==> config.mk <==
export PLATFORM = sky130hd
export DESIGN_NAME = las_front
export DESIGN_NICKNAME = d
export VERILOG_FILES = /design/src/rtl/local_alignment_scorer_macros.svh /design/src/rtl/las_pkg.sv /design/src/rtl/las_fifo.sv /design/src/rtl/las_front.sv
export SDC_FILE = /design/constraint.sdc
export NUM_CORES = 1
export LEC_CHECK = 0
export BUFFER_PORTS_ARGS = -buffer_cell sky130_fd_sc_hd__buf_4
export CAP_MARGIN = 30
export CORE_MARGIN = 2
export CORE_UTILIZATION = 43
export CTS_BUF_LIST = sky130_fd_sc_hd__clkbuf_8
export DETAILED_ROUTE_END_ITERATION = 16
export PLACE_DENSITY = 0.72
export SYNTH_ARGS = -nofsm -noshare
export SYNTH_HDL_FRONTEND = slang
export SYNTH_SLANG_ARGS = --single-unit
==> constraint.sdc <==
create_clock -name clk_i -period 1.5 [get_ports clk_i]
set_clock_uncertainty 0.05 [all_clocks]
set_input_delay 0.375 -clock clk_i [delete_from_list [all_inputs] [get_ports clk_i]]
set_output_delay 0.375 -clock clk_i [all_outputs]
set_load 0.1 [all_outputs]
==> src/rtl/local_alignment_scorer_macros.svh <==
// Assertion helpers for the RTL of the alignment scorer; las_engine includes them.
`ifndef LOCAL_ALIGNMENT_SCORER_MACROS_SVH
`define LOCAL_ALIGNMENT_SCORER_MACROS_SVH
`ifndef SYNTHESIS
`define LAS_ASSERT(lbl, prop) \
  lbl: assert property (@(posedge clk_i) disable iff (!rst_ni) prop) \
    else $error("assertion failed");
`define LAS_ASSERT_ALWAYS(lbl, prop) \
  lbl: assert property (@(posedge clk_i) prop) else $error("assertion failed");
`else
`define LAS_ASSERT(lbl, prop)
`define LAS_ASSERT_ALWAYS(lbl, prop)
`endif
`endif

==> src/rtl/las_pkg.sv <==
package las_pkg;

  localparam int unsigned MaxLenDefault = 64;
  localparam int unsigned ScoreW = 10;
  localparam int unsigned SumW = ScoreW + 2;
  localparam int unsigned OutCoordW = 7;
  localparam int unsigned CharW = 8;
  localparam int unsigned CfgDataW = 5;
  localparam int unsigned ScoreCap = 1023;

  localparam logic [1:0] CmdClear = 2'd0;
  localparam logic [1:0] CmdAppendX = 2'd1;
  localparam logic [1:0] CmdAppendY = 2'd2;
  localparam logic [1:0] CmdFetch = 2'd3;

  localparam logic [1:0] CfgMatch = 2'd0;
  localparam logic [1:0] CfgMismatch = 2'd1;
  localparam logic [1:0] CfgDelete = 2'd2;
  localparam logic [1:0] CfgInsert = 2'd3;

  localparam logic [1:0] PtrN = 2'd0;
  localparam logic [1:0] PtrW = 2'd1;
  localparam logic [1:0] PtrNW = 2'd2;
  localparam logic [1:0] PtrZ = 2'd3;

  typedef enum logic [1:0] {
    OP_CLEAR,
    OP_APPEND_X,
    OP_APPEND_Y,
    OP_FETCH
  } op_e;

  typedef struct packed {
    op_e              op;
    logic [CharW-1:0] ch;
  } req_t;

  typedef struct packed {
    logic [3:0]        match_score;
    logic signed [4:0] mismatch_score;
    logic signed [4:0] delete_gap_score;
    logic signed [4:0] insert_gap_score;
  } cfg_t;

  typedef struct packed {
    logic [ScoreW-1:0]    best_score;
    logic [OutCoordW-1:0] end_x;
    logic [OutCoordW-1:0] end_y;
    logic [CharW-1:0]     x_char;
    logic [CharW-1:0]     y_char;
    logic                 pair_valid;
    logic                 last_of_alignment;
    logic                 last_overall;
    logic                 exhausted;
    logic                 truncated;
  } res_t;

endpackage

==> src/rtl/las_fifo.sv <==
module las_fifo #(
  parameter int unsigned W = 8
) (
  input  logic         clk_i,
  input  logic         rst_ni,
  input  logic         push_i,
  input  logic [W-1:0] data_i,
  output logic         full_o,
  input  logic         pop_i,
  output logic [W-1:0] data_o,
  output logic         empty_o
);

  logic [W-1:0] mem_q [2];
  logic         wr_q;
  logic         rd_q;
  logic [1:0]   cnt_q;
  logic         do_push;
  logic         do_pop;

  assign full_o  = (cnt_q == 2'd2);
  assign empty_o = (cnt_q == 2'd0);
  assign do_push = push_i && !full_o;
  assign do_pop  = pop_i && !empty_o;
  assign data_o  = mem_q[rd_q];

  always_ff @(posedge clk_i or negedge rst_ni) begin
    if (!rst_ni) begin
      wr_q  <= 1'b0;
      rd_q  <= 1'b0;
      cnt_q <= 2'd0;
    end else begin
      if (do_push) begin
        wr_q <= ~wr_q;
      end
      if (do_pop) begin
        rd_q <= ~rd_q;
      end
      if (do_push && !do_pop) begin
        cnt_q <= cnt_q + 2'd1;
      end else if (do_pop && !do_push) begin
        cnt_q <= cnt_q - 2'd1;
      end
    end
  end

  always_ff @(posedge clk_i) begin
    if (do_push) begin
      mem_q[wr_q] <= data_i;
    end
  end

endmodule

==> src/rtl/las_front.sv <==
module las_front (
  input  logic                       clk_i,
  input  logic                       rst_ni,
  input  logic                       push_i,
  input  logic [1:0]                 cmd_i,
  input  logic [las_pkg::CharW-1:0]  char_i,
  output logic                       full_o,
  input  logic                       pop_i,
  output las_pkg::req_t              req_o,
  output logic                       empty_o
);
  import las_pkg::*;

  req_t req_in;
  logic [$bits(req_t)-1:0] req_raw;

  // The character only matters for appends; other requests carry zero.
  always_comb begin
    req_in.ch = '0;
    unique case (cmd_i)
      CmdClear:   req_in.op = OP_CLEAR;
      CmdAppendX: begin
        req_in.op = OP_APPEND_X;
        req_in.ch = char_i;
      end
      CmdAppendY: begin
        req_in.op = OP_APPEND_Y;
        req_in.ch = char_i;
      end
      default:    req_in.op = OP_FETCH;
    endcase
  end

  las_fifo #(
    .W($bits(req_t))
  ) u_queue (
    .clk_i  (clk_i),
    .rst_ni (rst_ni),
    .push_i (push_i),
    .data_i (req_in),
    .full_o (full_o),
    .pop_i  (pop_i),
    .data_o (req_raw),
    .empty_o(empty_o)
  );

  assign req_o = req_t'(req_raw);

endmodule

# ---- After elaboration in Yosys (flattened, before gate mapping)
# Memory sizes are Yosys's and may differ from the RTL's.
# Cells that the tools add are included.
dict set report totals {
  reg_bits 4
  latch_bits 0
  ram_bits 20
  romBits 0
  inputBits 14
  output_inout_bits 12
  elab_cells 29
  memories 1
}
# name words word_bits rd rd_ports_with_merged_regs wr line
set memory_table {}
lappend memory_table {u_queue.mem_q 2 10 1 0 1 las_fifo.sv:14} ;# logic [W-1:0] mem_q [2];
dict set report classes {
  addsub 2
  n_mul 0
  div_mod_pow 0
  n_lt_le_gt_ge 0
  n_eq_ne 3
  shifts 0
  mux 6
  n_bitwise 2
  n_reduce_logical 12
}
# op count
set op_table {}
lappend op_table {{$mux W8} 1}
lappend op_table {{$pmux W2 S3} 1}
lappend op_table {{$eq A2 B2 Y1 const B} 2}
lappend op_table {{$logic_and A1 B1 Y1} 4}
lappend op_table {{$logic_not A1 Y1} 4}
lappend op_table {{$logic_not A2 Y1} 2}
lappend op_table {{$mux W2} 2}
lappend op_table {{$add A2 B1 Y2 const B} 1}
lappend op_table {{$eq A2 B1 Y1 const B} 1}
lappend op_table {{$mux W1} 2}
lappend op_table {{$not A1 Y1} 2}
lappend op_table {{$reduce_bool A2 Y1} 1}
lappend op_table {{$reduce_or A2 Y1} 1}
lappend op_table {{$sub A2 B1 Y2 const B} 1}

# ---- Logic depth before layout (Yosys ltp)
dict set report logic_depth {
  word_depth 7
  ltp_mapped 7
  ltp_nobuf 7
}

# ---- Cells and area by module
# From an unflattened synthesis, not the netlist that was laid out.
dict set report hier_totals {
  cells_unflattened 65
  hier_area_um2 1027.2
}
# mod instances cells_each area_each_um2 seq_area_each_um2
set by_module_without_submodules {}
lappend by_module_without_submodules {las_fifo 1 50 919.6 700.7}
lappend by_module_without_submodules {las_front 1 15 107.6 0.0}

# ---- Least setup slack after synthesis
# OpenSTA, ideal clock, no wires.
dict set report synth_timing {
  path_type {reg2out}
  startpoint {register u_queue.cnt_q[0]}
  endpoint {output empty_o}
  arrival_ns 1.688
  t_required_ns 1.075
  path_slack_ns -0.613
  stages_incl_launch_ff 2
  n_path_buf 0
  path_cell_list {dfrtp_1 nor2_1}
}
dict set report synth_via {
  elab_chain_len 1
}
# item line
set synth_lines {}
lappend synth_lines {{start, declared} las_fifo.sv:17} ;# logic [1:0] cnt_q;
lappend synth_lines {{start signal, assigned} las_fifo.sv:40} ;# cnt_q <= cnt_q + 2'd1;
lappend synth_lines {{start signal, assigned} las_fifo.sv:42} ;# cnt_q <= cnt_q - 2'd1;
lappend synth_lines {{$logic_not A2 Y1} las_fifo.sv:22} ;# assign empty_o = (cnt_q == 2'd0);
lappend synth_lines {{end, declared} las_front.sv:10} ;# output logic empty_o
# No other way between the ends.

==> results.py <==
metrics = {
    "logic_synthesis": {
        "synth.area.top_cells": "edfxtp_1 (58%), mux2_1 (9.9%), dfrtp_1 (9.7%)",
        "syn_nets": 83,
        "synth.area.mux_share": 0.1096,
        "ys_seq_elements": 24,
        "synthAdderAreaFrac": 0.04872,
        "syn_area_um2": 1027,
        "synth_top_area_cell": "edfxtp_1",
        "yosys_warnings": 0,
        "netlist.area_leader.share": 0.5847,
        "syn-instance-count": 65,
        "synth.avg_cell_area_um2": 15.80,
        "synth-simple-area-share": 0.09013,
        "ys_types": 16,
        "synth_compound_area_frac": 0.004872,
        "synth_top_family_by_area": "multiplexers",
        "synth-xor-area-share": 0.04263,
        "yosysSeqAreaShare": 0.6821,
    },
    "floorplan": {
        "fp.dieW_um": 52.88,
        "ios": 26,
        "core_um2": 2233,
        "die-area_um2": 2796,
        "start_util": 0.4599,
        "rows": 17,
        "die_y_um": 52.88,
    },
    "critical_path": {
        "path_cells": "buf_6, mux2_4, buf_12",
        "r2r_cells": 6,
        "cp-end-kind": "primary output",
        "critPathSlowestCell": "dfrtp_1",
        "worstPathArrival_ps": 1310,
        "critPathLaunchType": "flop",
        "path_max_fanout": 6,
        "critPathMaxStageDelay_ps": 410,
        "cpLargestDelayFamily": "flip-flops",
        "r2r_setup_slack_ps": 0,
        "path_class": "reg2out",
        "reg2reg_to": "u_queue.cnt_q[1]",
        "r2r_start": "u_queue.cnt_q[1]",
        "worst-path-buf-inv": 2,
        "required_ps": 1070,
    },
    "timing": {
        "hold_viol": 0,
        "slew_viol_final": 0,
        "setup_slack_ps": -233.0,
        "max_freq_ghz": 0.5770,
        "min_period_over_period": 1.155,
        "rsz0062_at_grt": "yes",
        "tightest_slew_ps": 283.1,
        "setup_viol": 12,
        "period_needed_ps": 1733,
        "maxSlewHeadroom": 0.8113,
    },
    "min_path": {
        "hold_path.class": "in2async",
    },
    "place": {
        "dpl.hpwl_um": 1240,
        "port_buffers": 25,
        "globalplace.congestion": 0.7002,
        "placed_area_um2": 1365,
        "dp.cells": 126,
    },
    "global_route": {
        "grt_pass1_vias": 655,
        "antenna_found_initial": 0,
        "grt_overflow": 0,
        "grt_max_degree": 14,
        "gr-usage-all-layers": 0.1438,
        "grt_first_pass_wirelength_um": 2822,
    },
    "routing": {
        "wl_per_cell_um": 14.13,
        "drc_errors": 0,
        "dr.pass1.iters": 4,
        "vias": 639,
        "drtIter0Drc": 12,
        "ant_nets": 0,
        "drt-total-wl_um": 1893,
        "vias_per_cell": 4.769,
    },
    "run_status": {
        "violations": "setup timing",
        "status": "finished with violations",
    },
    "cts": {
        "cts_sinks": 24,
        "cts_buffer_depth": 2,
        "cts_max_level": 1,
        "path_clk_slew_ps": 80,
        "tritoncts": "done",
        "numCtsBuffers": 3,
        "clockRootBuffer": "clkbuf_8",
        "clock_latency_ps": 260,
    },
    "final_layout": {
        "design_area_um2": 1634,
        "layout-drive-gt1-share": 0.5849,
        "stdcell_count": 134,
        "fin_nets": 125,
        "syn2layout_area_growth_pct": 59.07,
        "antenna_cells": 0,
    },
    "job": {
        "max_cap_violations": 0,
    },
}
## what timing repair did
item / in CTS / in global routing
buffers inserted: 1 / 2
pin swaps: 0 / 5
gates resized for setup: 38 / 9
endpoints found under the setup margin: 12 / 13
hold endpoints to repair: 4 / 0
hold buffers: 1 / 0
## logic make-up (layout without fill, tap and decap cells)
logic type / count (synthesis) / count (layout)
buf+inv: 5 / 46
mux: 10 / 10
simple gates: 16 / 16
fa+ha+maj: 4 / 4
compound gates: 1 / 1
flops: 24 / 24
xor+xnor: 5 / 5
## layout make-up
class / count / area, um^2
inverters: 4 / 18.77
well taps: 28 / 35.03
clock inverters: 1 / 3.754
fillers: 133 / 599.3
flip-flops and latches: 24 / 703.2
multi-input cells: 36 / 387.9
repair buffers: 38 / 444.2
clock buffers: 3 / 41.29
## routing by layer
layer | track usage | wire length [um] | vias up
li1 | - | - | 310
met3 | 0.02542 | 87 | 6
met2 | 0.2646 | 976 | 24
met5 | 0 | 0 | -
met4 | 0.05128 | 37 | 0
met1 | 0.1657 | 792 | 299
## worst max path at each step
stage,depth (start not counted),slack [ps],startpoint,end
after floorplan,2,50,u_queue.cnt_q[0],full_o
after global placement,3,20,u_queue.rd_q,req_o[6]
after detailed placement,3,9,u_queue.rd_q,req_o[6]
after CTS,3,-230,u_queue.rd_q,req_o[6]
after global routing,3,-260,u_queue.rd_q,req_o[4]
final,3,-230,u_queue.rd_q,req_o[4]
## sequential cells by signal, summed over array words and instances (netlist names)
name / count
u_queue.cnt_q: 2
u_queue.mem_q: 20
u_queue.wr_q: 1
u_queue.rd_q: 1
## synthesized netlist by cell type
| cell type | n |
|---|---|
| edfxtp_1 | 20 |
| xnor2_1 | 3 |
| xor2_1 | 2 |
| buf_4 | 1 |
| nor2b_1 | 8 |
| inv_1 | 4 |
| mux2_1 | 9 |
| nand2_2 | 1 |
| ha_1 | 4 |
| nand2b_1 | 1 |
| or2_2 | 2 |
| and3_1 | 1 |
| dfrtp_1 | 4 |
| mux2_2 | 1 |
| o21ai_1 | 1 |
| nor2_1 | 3 |
## cell usage in the layout, fill, tap and decap left out
cell type and instances:
buf_4 22, edfxtp_1 20, buf_12 11, mux2_4 10, nor2b_1 8, xnor2_1 3, ha_1 3, clkbuf_8 3
buf_6 3, inv_1 2, or2_2 2, xor2_1 2, dfrtp_2 2, dfrtp_1 2, o21ai_4 1, nand2b_4 1
clkinvlp_4 1, nand2_4 1, inv_2 1, nor2_4 1, and3_1 1, nor2_2 1, nor2_1 1, ha_4 1
clkinv_1 1, dlygate4sd3_1 1, buf_8 1
## through the flow
step	TNS [ps]	utilization	hold WS, ps	setup slack [ps]
6_report	-2335	0.7317	399.7	-233.0
5_1_grt	-2764	0.7317	408.2	-264.9
4_1_cts	-2283	0.7092	385.9	-226.1
3_5_place_dp	0	0.6112	122.6	8.824
3_3_place_gp	0	0.6112	123.1	18.79
2_1_floorplan	0	-	29.41	48.81
Power is not shown: default switching activity piles up to over one toggle a cycle in this logic, so the estimate is an artifact.
