<file path="src/rtl/local_alignment_scorer_macros.svh">
// Assertion helpers for the RTL of the alignment scorer; las_engine includes them.
`ifndef LOCAL_ALIGNMENT_SCORER_MACROS_SVH
`define LOCAL_ALIGNMENT_SCORER_MACROS_SVH
`ifndef SYNTHESIS
`define LAS_ASSERT(lbl, prop) \
  lbl: assert property (@(posedge clk_i) disable iff (!rst_ni) prop) \
    else $error("assertion failed");
`define LAS_ASSERT_ALWAYS(lbl, prop) \
  lbl: assert property (@(posedge clk_i) prop) else $error("assertion failed");
`else
`define LAS_ASSERT(lbl, prop)
`define LAS_ASSERT_ALWAYS(lbl, prop)
`endif
`endif

</file>
<file path="src/rtl/las_fifo.sv">
module las_fifo #(
  parameter int unsigned W = 8
) (
  input  logic         clk_i,
  input  logic         rst_ni,
  input  logic         push_i,
  input  logic [W-1:0] data_i,
  output logic         full_o,
  input  logic         pop_i,
  output logic [W-1:0] data_o,
  output logic         empty_o
);

  logic [W-1:0] mem_q [2];
  logic         wr_q;
  logic         rd_q;
  logic [1:0]   cnt_q;
  logic         do_push;
  logic         do_pop;

  assign full_o  = (cnt_q == 2'd2);
  assign empty_o = (cnt_q == 2'd0);
  assign do_push = push_i && !full_o;
  assign do_pop  = pop_i && !empty_o;
  assign data_o  = mem_q[rd_q];

  always_ff @(posedge clk_i or negedge rst_ni) begin
    if (!rst_ni) begin
      wr_q  <= 1'b0;
      rd_q  <= 1'b0;
      cnt_q <= 2'd0;
    end else begin
      if (do_push) begin
        wr_q <= ~wr_q;
      end
      if (do_pop) begin
        rd_q <= ~rd_q;
      end
      if (do_push && !do_pop) begin
        cnt_q <= cnt_q + 2'd1;
      end else if (do_pop && !do_push) begin
        cnt_q <= cnt_q - 2'd1;
      end
    end
  end

  always_ff @(posedge clk_i) begin
    if (do_push) begin
      mem_q[wr_q] <= data_i;
    end
  end

endmodule

</file>
<file path="config.mk">
export PLATFORM = sky130hd
export DESIGN_NAME = las_fifo
export DESIGN_NICKNAME = d
export VERILOG_FILES = /design/src/rtl/local_alignment_scorer_macros.svh /design/src/rtl/las_fifo.sv
export SDC_FILE = /design/constraint.sdc
export NUM_CORES = 1
export LEC_CHECK = 0
export BUFFER_PORTS_ARGS = -buffer_cell sky130_fd_sc_hd__buf_2
export CAP_MARGIN = 20
export CELL_PAD_IN_SITES_DETAIL_PLACEMENT = 0
export CELL_PAD_IN_SITES_GLOBAL_PLACEMENT = 1
export CORE_MARGIN = 5
export CORE_UTILIZATION = 36
export DETAILED_ROUTE_END_ITERATION = 8
export PLACE_DENSITY_LB_ADDON = 0.05
export SLEW_MARGIN = 20
export SYNTH_ARGS = -nofsm -noshare
export SYNTH_HDL_FRONTEND = slang
export SYNTH_SLANG_ARGS = --single-unit
</file>
<file path="constraint.sdc">
create_clock -name clk_i -period 1.4 [get_ports clk_i]
set_input_delay 0.07 -clock clk_i [delete_from_list [all_inputs] [get_ports clk_i]]
set_output_delay 0.07 -clock clk_i [all_outputs]
set_load 0.05 [all_outputs]
</file>
Yosys cells after proc, flatten, opt, wreduce, memory -nomap -nowiden
Memory sizes are Yosys's and may differ from the RTL's.
Index checks and enable logic that the tools add are counted.
{"block": "classes", "addsub": 2, "eq_ne": 1, "mux": 4, "n_bitwise": 2, "n_reduce_logical": 10}
{"operator": "$logic_and 1x1->1", "n": 4}
{"operator": "$logic_not 1->1", "n": 4}
{"operator": "$mux 2", "n": 2}
{"operator": "$add 2x1->2 const B", "n": 1}
{"operator": "$eq 2x2->1 const B", "n": 1}
{"operator": "$logic_not 2->1", "n": 1}
{"operator": "$mux 1", "n": 2}
{"operator": "$not 1->1", "n": 2}
{"operator": "$reduce_bool 2->1", "n": 1}
{"operator": "$sub 2x1->2 const B", "n": 1}
{"block": "word_totals", "register_bits": 4, "ramBits": 16, "input_bits": 12, "memories": 1}
{"name": "mem_q", "depth": 2, "word_bits": 8, "rd": 1, "rd_clocked_by_memory_dff": 0, "write_ports": 1, "line_no": "las_fifo.sv:14", "source": "logic [W-1:0] mem_q [2];"}

Logic depth before layout (Yosys ltp)
Gate-level depths: netlist of run 1.
{"block": "depth", "word_depth": 7, "depth_mapped": 7, "depth_no_buf": 7}

Worst setup path before layout of run 1
No wires, ideal clock.
{"block": "synth_timing", "path_type": "flip-flop to flip-flop", "startpoint": "register cnt_q[0]", "endpoint": "memory mem_q[0][0] (enable)", "setup_time_ns": 0.370, "t_arrival_ns": 1.022, "slack_ns": 0.008, "path_stages_with_launch": 4, "n_path_buf": 0, "period_less_slack_ns": 1.392, "cell_sequence": "dfrtp_1 -> nand2b_1 -> nand2_2 -> nor2_1"}
{"block": "synth_between", "elab_chain_len": 5}
{"element": "start: declaration", "line_no": "las_fifo.sv:17", "source": "logic [1:0] cnt_q;"}
{"element": "start signal: assignment", "line_no": "las_fifo.sv:40", "source": "cnt_q <= cnt_q + 2'd1;"}
{"element": "start signal: assignment", "line_no": "las_fifo.sv:42", "source": "cnt_q <= cnt_q - 2'd1;"}
{"element": "$eq 2x2->1", "line_no": "las_fifo.sv:21", "source": "assign full_o = (cnt_q == 2'd2);"}
{"element": "$logic_not 1->1", "line_no": "las_fifo.sv:23", "source": "assign do_push = push_i && !full_o;"}
{"element": "$logic_and 1x1->1", "line_no": "las_fifo.sv:23"}
{"element": "$mux 1", "line_no": "las_fifo.sv:48", "source": "if (do_push) begin"}
{"element": "$mux 1 (not written as such)", "line_no": "las_fifo.sv:49", "source": "mem_q[wr_q] <= data_i;"}
{"element": "end: declaration", "line_no": "las_fifo.sv:14"}
Every way passes these cells.

Worst setup path in the final report of run 1
{"block": "layout_timing", "startpoint": "register rd_q", "endpoint": "output data_o[5]"}
{"block": "layout_between", "elab_chain_len": 1}
{"element": "start: declaration", "line_no": "las_fifo.sv:16", "source": "logic rd_q;"}
{"element": "start signal: assignment", "line_no": "las_fifo.sv:37", "source": "rd_q <= ~rd_q;"}
{"element": "$mem_v2 2x8"}
{"element": "end: declaration", "line_no": "las_fifo.sv:10", "source": "output logic [W-1:0] data_o,"}
Every way passes these cells.

==> results of run 1 <==
stage by stage:
stage	total power [mW]	area, µm²
after floorplan	1.786	782.0
after global placement	2.073	953.4
after detailed placement	2.073	953.4
after CTS	2.651	1154
after global routing	2.906	1197
final	2.751	1197
worst max-delay path: stages (launching register included):
cell and delay (ps):
sky130_fd_sc_hd__dfrtp_2 430, sky130_fd_sc_hd__buf_6 140, sky130_fd_sc_hd__mux2_4 300, sky130_fd_sc_hd__buf_8 150
area by class of cell:
cell class	instances	area share (%)
inverter	2	0.6270
sequential	20	48.59
clock buffer	4	3.030
timing repair buffer	38	26.44
tap	27	2.821
multi-input combinational	21	18.50
placed cells by master, fill, tap and decap left out, drive strengths merged:
cell type / count
edfxtp: 16
dfrtp: 4
nand2b: 1
ha: 1
mux2: 8
o21ai: 1
xnor2: 3
xor2: 2
inv: 2
nor2: 3
nand2: 1
and3: 1
clkbuf: 4
dlygate4sd3: 9
buf: 29
flip-flops by register name, summed over array words and instances (netlist names):
| name | cells |
|---|---|
| mem_q | 16 |
| cnt_q | 2 |
| rd_q | 1 |
| wr_q | 1 |
logic make-up after synthesis:
family,Yosys count
simple gates,6
buf+inv,3
xor+xnor,5
compound gates,1
mux,8
fa+ha+maj,1
flops,20
repair_timing:
action / in CTS / in global routing
gates resized for setup: 20 / 10
setup endpoints to repair: 8 / 25
setup buffers: 2 / 1
pin swaps: 0 / 1
hold buffers: 9 / 0
endpoints found under the hold margin: 20 / 0
path summary, 6_finish.rpt:
kind	end	slack, ps	cells past startpoint
min	cnt_q[0]	110	2
max in group asynchronous	rd_q	1160	2
min reg2reg	wr_q	530	1
max	data_o[5]	10	3
min in group clk_i	wr_q	140	4
max reg2reg	cnt_q[1]	80	5
routing by layer:
| layer | global-route usage [%] | share of wire (%) | up-vias |
|---|---|---|---|
| met5 | 0 | 0 | - |
| met4 | 4.068 | 0 | 0 |
| met3 | 3.670 | 5.6 | 0 |
| met2 | 16.17 | 53 | 15 |
| met1 | 10.72 | 41 | 212 |
| li1 | - | - | 243 |
power breakdown:
group / total (mW) / internal [mW] / leakage (nW) / switching, mW
combinational: 1.51 / 0.683 / 0.306 / 0.831
sequential: 0.926 / 0.835 / 0.194 / 0.0917
clock: 0.311 / 0.158 / 0.0210 / 0.152
total: 2.75 / 1.68 / 0.521 / 1.07
==> metrics.txt, run 1 <==
# TYPE chip_impl_metric gauge
chip_impl_info{name="startpoint_type",value="register"} 1
chip_impl_metric{name="syn2layout_area_growth",unit="%"} 53.12
chip_impl_metric{name="hold_violations",unit=""} 0
chip_impl_metric{name="crit_required",unit="ps"} 1330
chip_impl_metric{name="fin_util",unit="%"} 59.22
chip_impl_metric{name="worst_slew_margin_rel",unit="%"} 74.82
chip_impl_metric{name="yosysTopAreaCellShare",unit="%"} 61.44
chip_impl_metric{name="synth_enable_flop_cells",unit=""} 16
chip_impl_info{name="worstReg2RegStart",value="cnt_q[1]"} 1
chip_impl_metric{name="final-setup-viol-count",unit=""} 0
chip_impl_metric{name="post_layout_nonfiller_instances",unit=""} 112
chip_impl_metric{name="vias",unit=""} 470
chip_impl_info{name="cp-end-kind",value="primary output"} 1
chip_impl_metric{name="yosys.area_share.xor_xnor",unit="%"} 6.560
chip_impl_metric{name="fillCellCount",unit=""} 172
chip_impl_metric{name="drt_iter0_drc",unit=""} 1
chip_impl_metric{name="via_count_of_the_first_global_routing_pass",unit=""} 524
chip_impl_metric{name="routed_via_density",unit=""} 4.196
chip_impl_metric{name="post_synth_inst_count",unit=""} 44
chip_impl_metric{name="synthArstFlopShare",unit="%"} 20.00
chip_impl_metric{name="cts_max_path_buffers",unit=""} 2
chip_impl_metric{name="leakagePower",unit="nW"} 0.5208
chip_impl_metric{name="post_synth_fa_ha_maj_area_fraction",unit="%"} 1.600
chip_impl_metric{name="seq_area_frac_synth",unit="%"} 74.24
chip_impl_info{name="tritoncts_clock_tree",value="yes"} 1
chip_impl_metric{name="cts.clk_slew.worst_paths",unit="ps"} 100
chip_impl_metric{name="synth-seq-cells",unit=""} 20
chip_impl_metric{name="wire_per_inst",unit="µm"} 11.71
chip_impl_metric{name="max_freq",unit="MHz"} 722.0
chip_impl_metric{name="number_of_clock_sinks",unit=""} 20
chip_impl_metric{name="routabilityCongestion",unit=""} 0.6860
chip_impl_metric{name="worst_ep_arrival_time",unit="ps"} 1320
chip_impl_metric{name="finish.net_count",unit=""} 99
chip_impl_info{name="timing.critical_path.from",value="rd_q"} 1
chip_impl_metric{name="synthesis.nets",unit=""} 57
chip_impl_metric{name="ant_nets",unit=""} 0
chip_impl_metric{name="power.density",unit="nW/µm²"} 2297
chip_impl_metric{name="globalRouteTotalUtil",unit="%"} 9.602
chip_impl_metric{name="design.die.area",unit="µm²"} 3204
chip_impl_metric{name="grt_first_pass_wirelength",unit="µm"} 2270
chip_impl_metric{name="synth-simple-area-share",unit="%"} 3.840
chip_impl_metric{name="final_layout_size_suffix_gt1_share",unit="%"} 54.12
chip_impl_metric{name="multi_input_area",unit="µm²"} 221.5
chip_impl_metric{name="clock_tree.htree_level_count",unit=""} 1
chip_impl_metric{name="tritoncts.num_buffers",unit=""} 3
chip_impl_info{name="grt_setup_unrepaired",value="yes"} 1
chip_impl_metric{name="routed_wirelength",unit="µm"} 1312
chip_impl_metric{name="yosysUniqueCellTypes",unit=""} 15
chip_impl_metric{name="die_x",unit="µm"} 56.61
chip_impl_info{name="outcome",value="complete, no violations"} 1
chip_impl_info{name="cts_root_buffer",value="sky130_fd_sc_hd__clkbuf_4"} 1
chip_impl_metric{name="maxCapViolations",unit=""} 0
chip_impl_metric{name="yosys_warnings",unit=""} 0
chip_impl_info{name="post-synth-top-area-cell",value="sky130_fd_sc_hd__edfxtp_1"} 1
chip_impl_metric{name="gr-total-overflow",unit=""} 0
chip_impl_info{name="synth.most_common_cell",value="sky130_fd_sc_hd__edfxtp_1"} 1
chip_impl_metric{name="final_critical_path_setup_slack",unit="ps"} 14.91
chip_impl_metric{name="finalWorstPathRequiredPeriod",unit="ps"} 1385
chip_impl_metric{name="initial_utilization",unit="%"} 38.68
chip_impl_metric{name="core_region",unit="µm²"} 2022
chip_impl_metric{name="final_min_period_over_clock_period",unit="%"} 98.94
chip_impl_metric{name="place.detailed.instances",unit=""} 96
chip_impl_metric{name="timing_max_transition_violations_final",unit=""} 0
chip_impl_metric{name="place.port_buffers",unit=""} 21
chip_impl_metric{name="tightest_slew",unit="ps"} 377.6
chip_impl_metric{name="hold_ws",unit="ps"} 109.1
chip_impl_metric{name="post_synth_mux_area_share",unit="%"} 11.52
chip_impl_metric{name="num_rows",unit=""} 16
chip_impl_metric{name="synth_area",unit="µm²"} 782.0
chip_impl_metric{name="crit_path_max_fanout",unit=""} 5
chip_impl_info{name="post_synth_top_cells",value="sky130_fd_sc_hd__edfxtp_1 (16), sky130_fd_sc_hd__mux2_1 (6), sky130_fd_sc_hd__dfrtp_1 (4)"} 1
chip_impl_metric{name="ff_latch_area",unit="µm²"} 581.8
chip_impl_metric{name="skew",unit="ps"} 1.149
chip_impl_metric{name="setup_tns",unit="ps"} 0
chip_impl_metric{name="drt_first_pass_iters",unit=""} 2
chip_impl_info{name="hold_class",value="input port to async pin"} 1
chip_impl_metric{name="antennaDiodeCount",unit=""} 0
chip_impl_info{name="critPathKind",value="register to primary output"} 1
chip_impl_metric{name="synthesis.area_per_instance",unit="µm²"} 17.77
chip_impl_metric{name="synth_compound_area_share",unit="%"} 0.6400
chip_impl_info{name="netlist_top_cells_area",value="sky130_fd_sc_hd__edfxtp_1 (61%), sky130_fd_sc_hd__dfrtp_1 (13%), sky130_fd_sc_hd__mux2_1 (8.6%)"} 1
chip_impl_metric{name="grt_antenna_before_repair",unit=""} 0
chip_impl_metric{name="remaining_drc_errors",unit=""} 0
chip_impl_metric{name="dp_slack",unit="ps"} 20.98
chip_impl_metric{name="design.portCount",unit=""} 22
chip_impl_metric{name="clock_latency_on_the_worst_skew_pair",unit="ps"} 280
chip_impl_info{name="synth-main-ff-cell",value="sky130_fd_sc_hd__edfxtp_1"} 1
chip_impl_metric{name="ir_drop",unit="V"} 0.001294
chip_impl_metric{name="maximum_number_of_pins_on_one_net_before_global_route_repair",unit=""} 12
chip_impl_info{name="largest_family_of_logic_cells_by_synthesized_area",value="multiplexers"} 1
chip_impl_metric{name="hpwl",unit="µm"} 847.1
chip_impl_metric{name="die-height",unit="µm"} 56.61
(Power assumes the default switching activity.)
==> run 2: changes to the inputs <==
- REMOVE_ABC_BUFFERS: not set -> 1
==> metrics.txt, run 2 (synthesis gave the netlist of run 1 again) <==
# TYPE chip_impl_metric gauge
chip_impl_metric{name="drt_first_pass_iters",unit=""} 1
chip_impl_metric{name="power.density",unit="nW/µm²"} 2291
chip_impl_metric{name="ant_nets",unit=""} 0
chip_impl_metric{name="routed_wirelength",unit="µm"} 1381
chip_impl_metric{name="die-height",unit="µm"} 56.61
chip_impl_metric{name="internal-power",unit="mW"} 1.703
chip_impl_metric{name="clock_latency_on_the_worst_skew_pair",unit="ps"} 290
chip_impl_metric{name="worst_slew_margin_rel",unit="%"} 83.52
chip_impl_metric{name="hold_violations",unit=""} 0
chip_impl_metric{name="crit_path_max_fanout",unit=""} 4
chip_impl_metric{name="maxCapViolations",unit=""} 0
chip_impl_metric{name="skew",unit="ps"} 8.943
chip_impl_metric{name="dp_slack",unit="ps"} 23.81
chip_impl_metric{name="power.share.sequential",unit="%"} 33.0
chip_impl_metric{name="wire_per_inst",unit="µm"} 11.91
chip_impl_metric{name="die_x",unit="µm"} 56.61
chip_impl_metric{name="remaining_drc_errors",unit=""} 0
chip_impl_info{name="cp-end-kind",value="primary output"} 1
chip_impl_metric{name="placed_cell_area",unit="µm²"} 968.4
chip_impl_metric{name="number_of_clock_sinks",unit=""} 20
chip_impl_info{name="regMostFlops",value="mem_q"} 1
chip_impl_info{name="startpoint_type",value="register"} 1
chip_impl_metric{name="max_freq",unit="MHz"} 729.5
chip_impl_metric{name="crit_required",unit="ps"} 1330
chip_impl_metric{name="gr-total-overflow",unit=""} 0
chip_impl_info{name="outcome",value="complete, no violations"} 1
chip_impl_metric{name="clock_tree.htree_level_count",unit=""} 1
chip_impl_metric{name="fin_util",unit="%"} 61.01
chip_impl_metric{name="vias",unit=""} 488
chip_impl_metric{name="final_critical_path_setup_slack",unit="ps"} 29.23
chip_impl_metric{name="worst_ep_arrival_time",unit="ps"} 1300
chip_impl_metric{name="drt_iter0_drc",unit=""} 0
chip_impl_metric{name="antennaDiodeCount",unit=""} 0
chip_impl_info{name="largest_registers",value="mem_q (16), cnt_q (2)"} 1
chip_impl_metric{name="post_layout_nonfiller_instances",unit=""} 116
chip_impl_metric{name="place.port_buffers",unit=""} 21
chip_impl_metric{name="grt_antenna_before_repair",unit=""} 0
chip_impl_info{name="cts_root_buffer",value="sky130_fd_sc_hd__clkbuf_4"} 1
chip_impl_metric{name="grt_first_pass_wirelength",unit="µm"} 2132
chip_impl_metric{name="final_min_period_over_clock_period",unit="%"} 97.91
chip_impl_metric{name="ir_drop",unit="V"} 0.001239
chip_impl_metric{name="design.die.area",unit="µm²"} 3204
chip_impl_metric{name="hold_ws",unit="ps"} 117.6
chip_impl_metric{name="setup_tns",unit="ps"} 0
chip_impl_metric{name="design_area",unit="µm²"} 1234
chip_impl_metric{name="num_rows",unit=""} 16
chip_impl_metric{name="routabilityCongestion",unit=""} 0.7202
chip_impl_metric{name="tritoncts.num_buffers",unit=""} 3
chip_impl_info{name="critPathKind",value="register to primary output"} 1
chip_impl_info{name="layout_commonest_cell",value="sky130_fd_sc_hd__edfxtp_1"} 1
chip_impl_metric{name="design.portCount",unit=""} 22
chip_impl_metric{name="power.share.combinational",unit="%"} 57.7
chip_impl_info{name="tritoncts_clock_tree",value="yes"} 1
chip_impl_metric{name="routed_via_density",unit=""} 4.207
chip_impl_metric{name="tightest_slew",unit="ps"} 248.9
chip_impl_metric{name="final-setup-viol-count",unit=""} 0
chip_impl_metric{name="power_frac_clock",unit="%"} 9.4
chip_impl_metric{name="initial_utilization",unit="%"} 38.68
chip_impl_metric{name="final_layout_size_suffix_gt1_share",unit="%"} 60.67
chip_impl_info{name="hold_class",value="input port to async pin"} 1
chip_impl_metric{name="timing_max_transition_violations_final",unit=""} 0
chip_impl_info{name="grt_setup_unrepaired",value="yes"} 1
chip_impl_metric{name="syn2layout_area_growth",unit="%"} 57.76
chip_impl_metric{name="leakagePower",unit="nW"} 0.5295
chip_impl_metric{name="switching_share",unit="%"} 39.76
chip_impl_info{name="mostFrequentLayoutCells",value="sky130_fd_sc_hd__edfxtp_1 (16), sky130_fd_sc_hd__buf_2 (12), sky130_fd_sc_hd__buf_4 (11)"} 1
chip_impl_metric{name="hpwl",unit="µm"} 896.8
chip_impl_metric{name="via_count_of_the_first_global_routing_pass",unit=""} 521
chip_impl_metric{name="globalRouteTotalUtil",unit="%"} 8.545
chip_impl_metric{name="largest_register_ffs",unit=""} 16
chip_impl_metric{name="finalWorstPathRequiredPeriod",unit="ps"} 1371
chip_impl_metric{name="total_power",unit="mW"} 2.826
chip_impl_metric{name="maximum_number_of_pins_on_one_net_before_global_route_repair",unit=""} 12
chip_impl_metric{name="finish.net_count",unit=""} 103
chip_impl_metric{name="core_region",unit="µm²"} 2022
chip_impl_metric{name="cts.clk_slew.worst_paths",unit="ps"} 90
chip_impl_metric{name="place.detailed.instances",unit=""} 98
chip_impl_metric{name="cts_max_path_buffers",unit=""} 2
chip_impl_metric{name="power.net_switching",unit="mW"} 1.124
-- run 2: cell count changes in the layout (fill, tap and decap cells not counted), sizes merged --
cell    previous run  this run
clkbuf             4         5
buf               29        32
-- run 2: repair_timing --
item	CTS	global route
buffers inserted	1	4
gates resized for setup	15	20
hold buffers	9	0
hold endpoints to repair	20	0
endpoints found under the setup margin	8	17
pin swaps	0	4
-- run 2: power by group through the flow --
stage,Sequential (mW),Combinational (mW),Clock (mW)
2_1_floorplan,0.942,0.832,0
3_3_place_gp,0.963,1.13,0
3_5_place_dp,0.963,1.14,0
4_1_cts,0.951,1.31,0.274
5_1_grt,0.951,1.72,0.304
6_report,0.932,1.63,0.265
-- run 2: final timing paths --
kind	cells after the start	slack (ps)	endpoint	from
worst min-delay path	2	120	cnt_q[0]	rst_ni
worst min register to register	1	530	wr_q	wr_q
max in group asynchronous	2	1140	rd_q	rst_ni
min in group clk_i	4	160	wr_q	push_i
worst max register to register	7	60	cnt_q[1]	cnt_q[0]
worst max-delay path	3	30	data_o[1]	rd_q
-- run 2: final cells by class --
class                   count  area (µm²)
inverters                   2       7.507
repair buffers             42       341.6
well taps                  27       33.78
multi-input cells          21       241.5
clock buffers               4       26.28
flip-flops and latches     20       583.1
fillers                   164       788.3
-- run 2: layer usage --
layer	vias to the layer above	global-route usage (%)	wire length (µm)
met3	0	3.211	92
met1	228	10.00	593
met4	0	3.051	0
met2	13	14.19	695
li1	247	-	-
met5	-	0	0
-- run 2: critical path: stages (launching register included) --
cell and delay, ps:
sky130_fd_sc_hd__dfrtp_2 420, sky130_fd_sc_hd__buf_4 160, sky130_fd_sc_hd__mux2_4 300, sky130_fd_sc_hd__buf_6 150
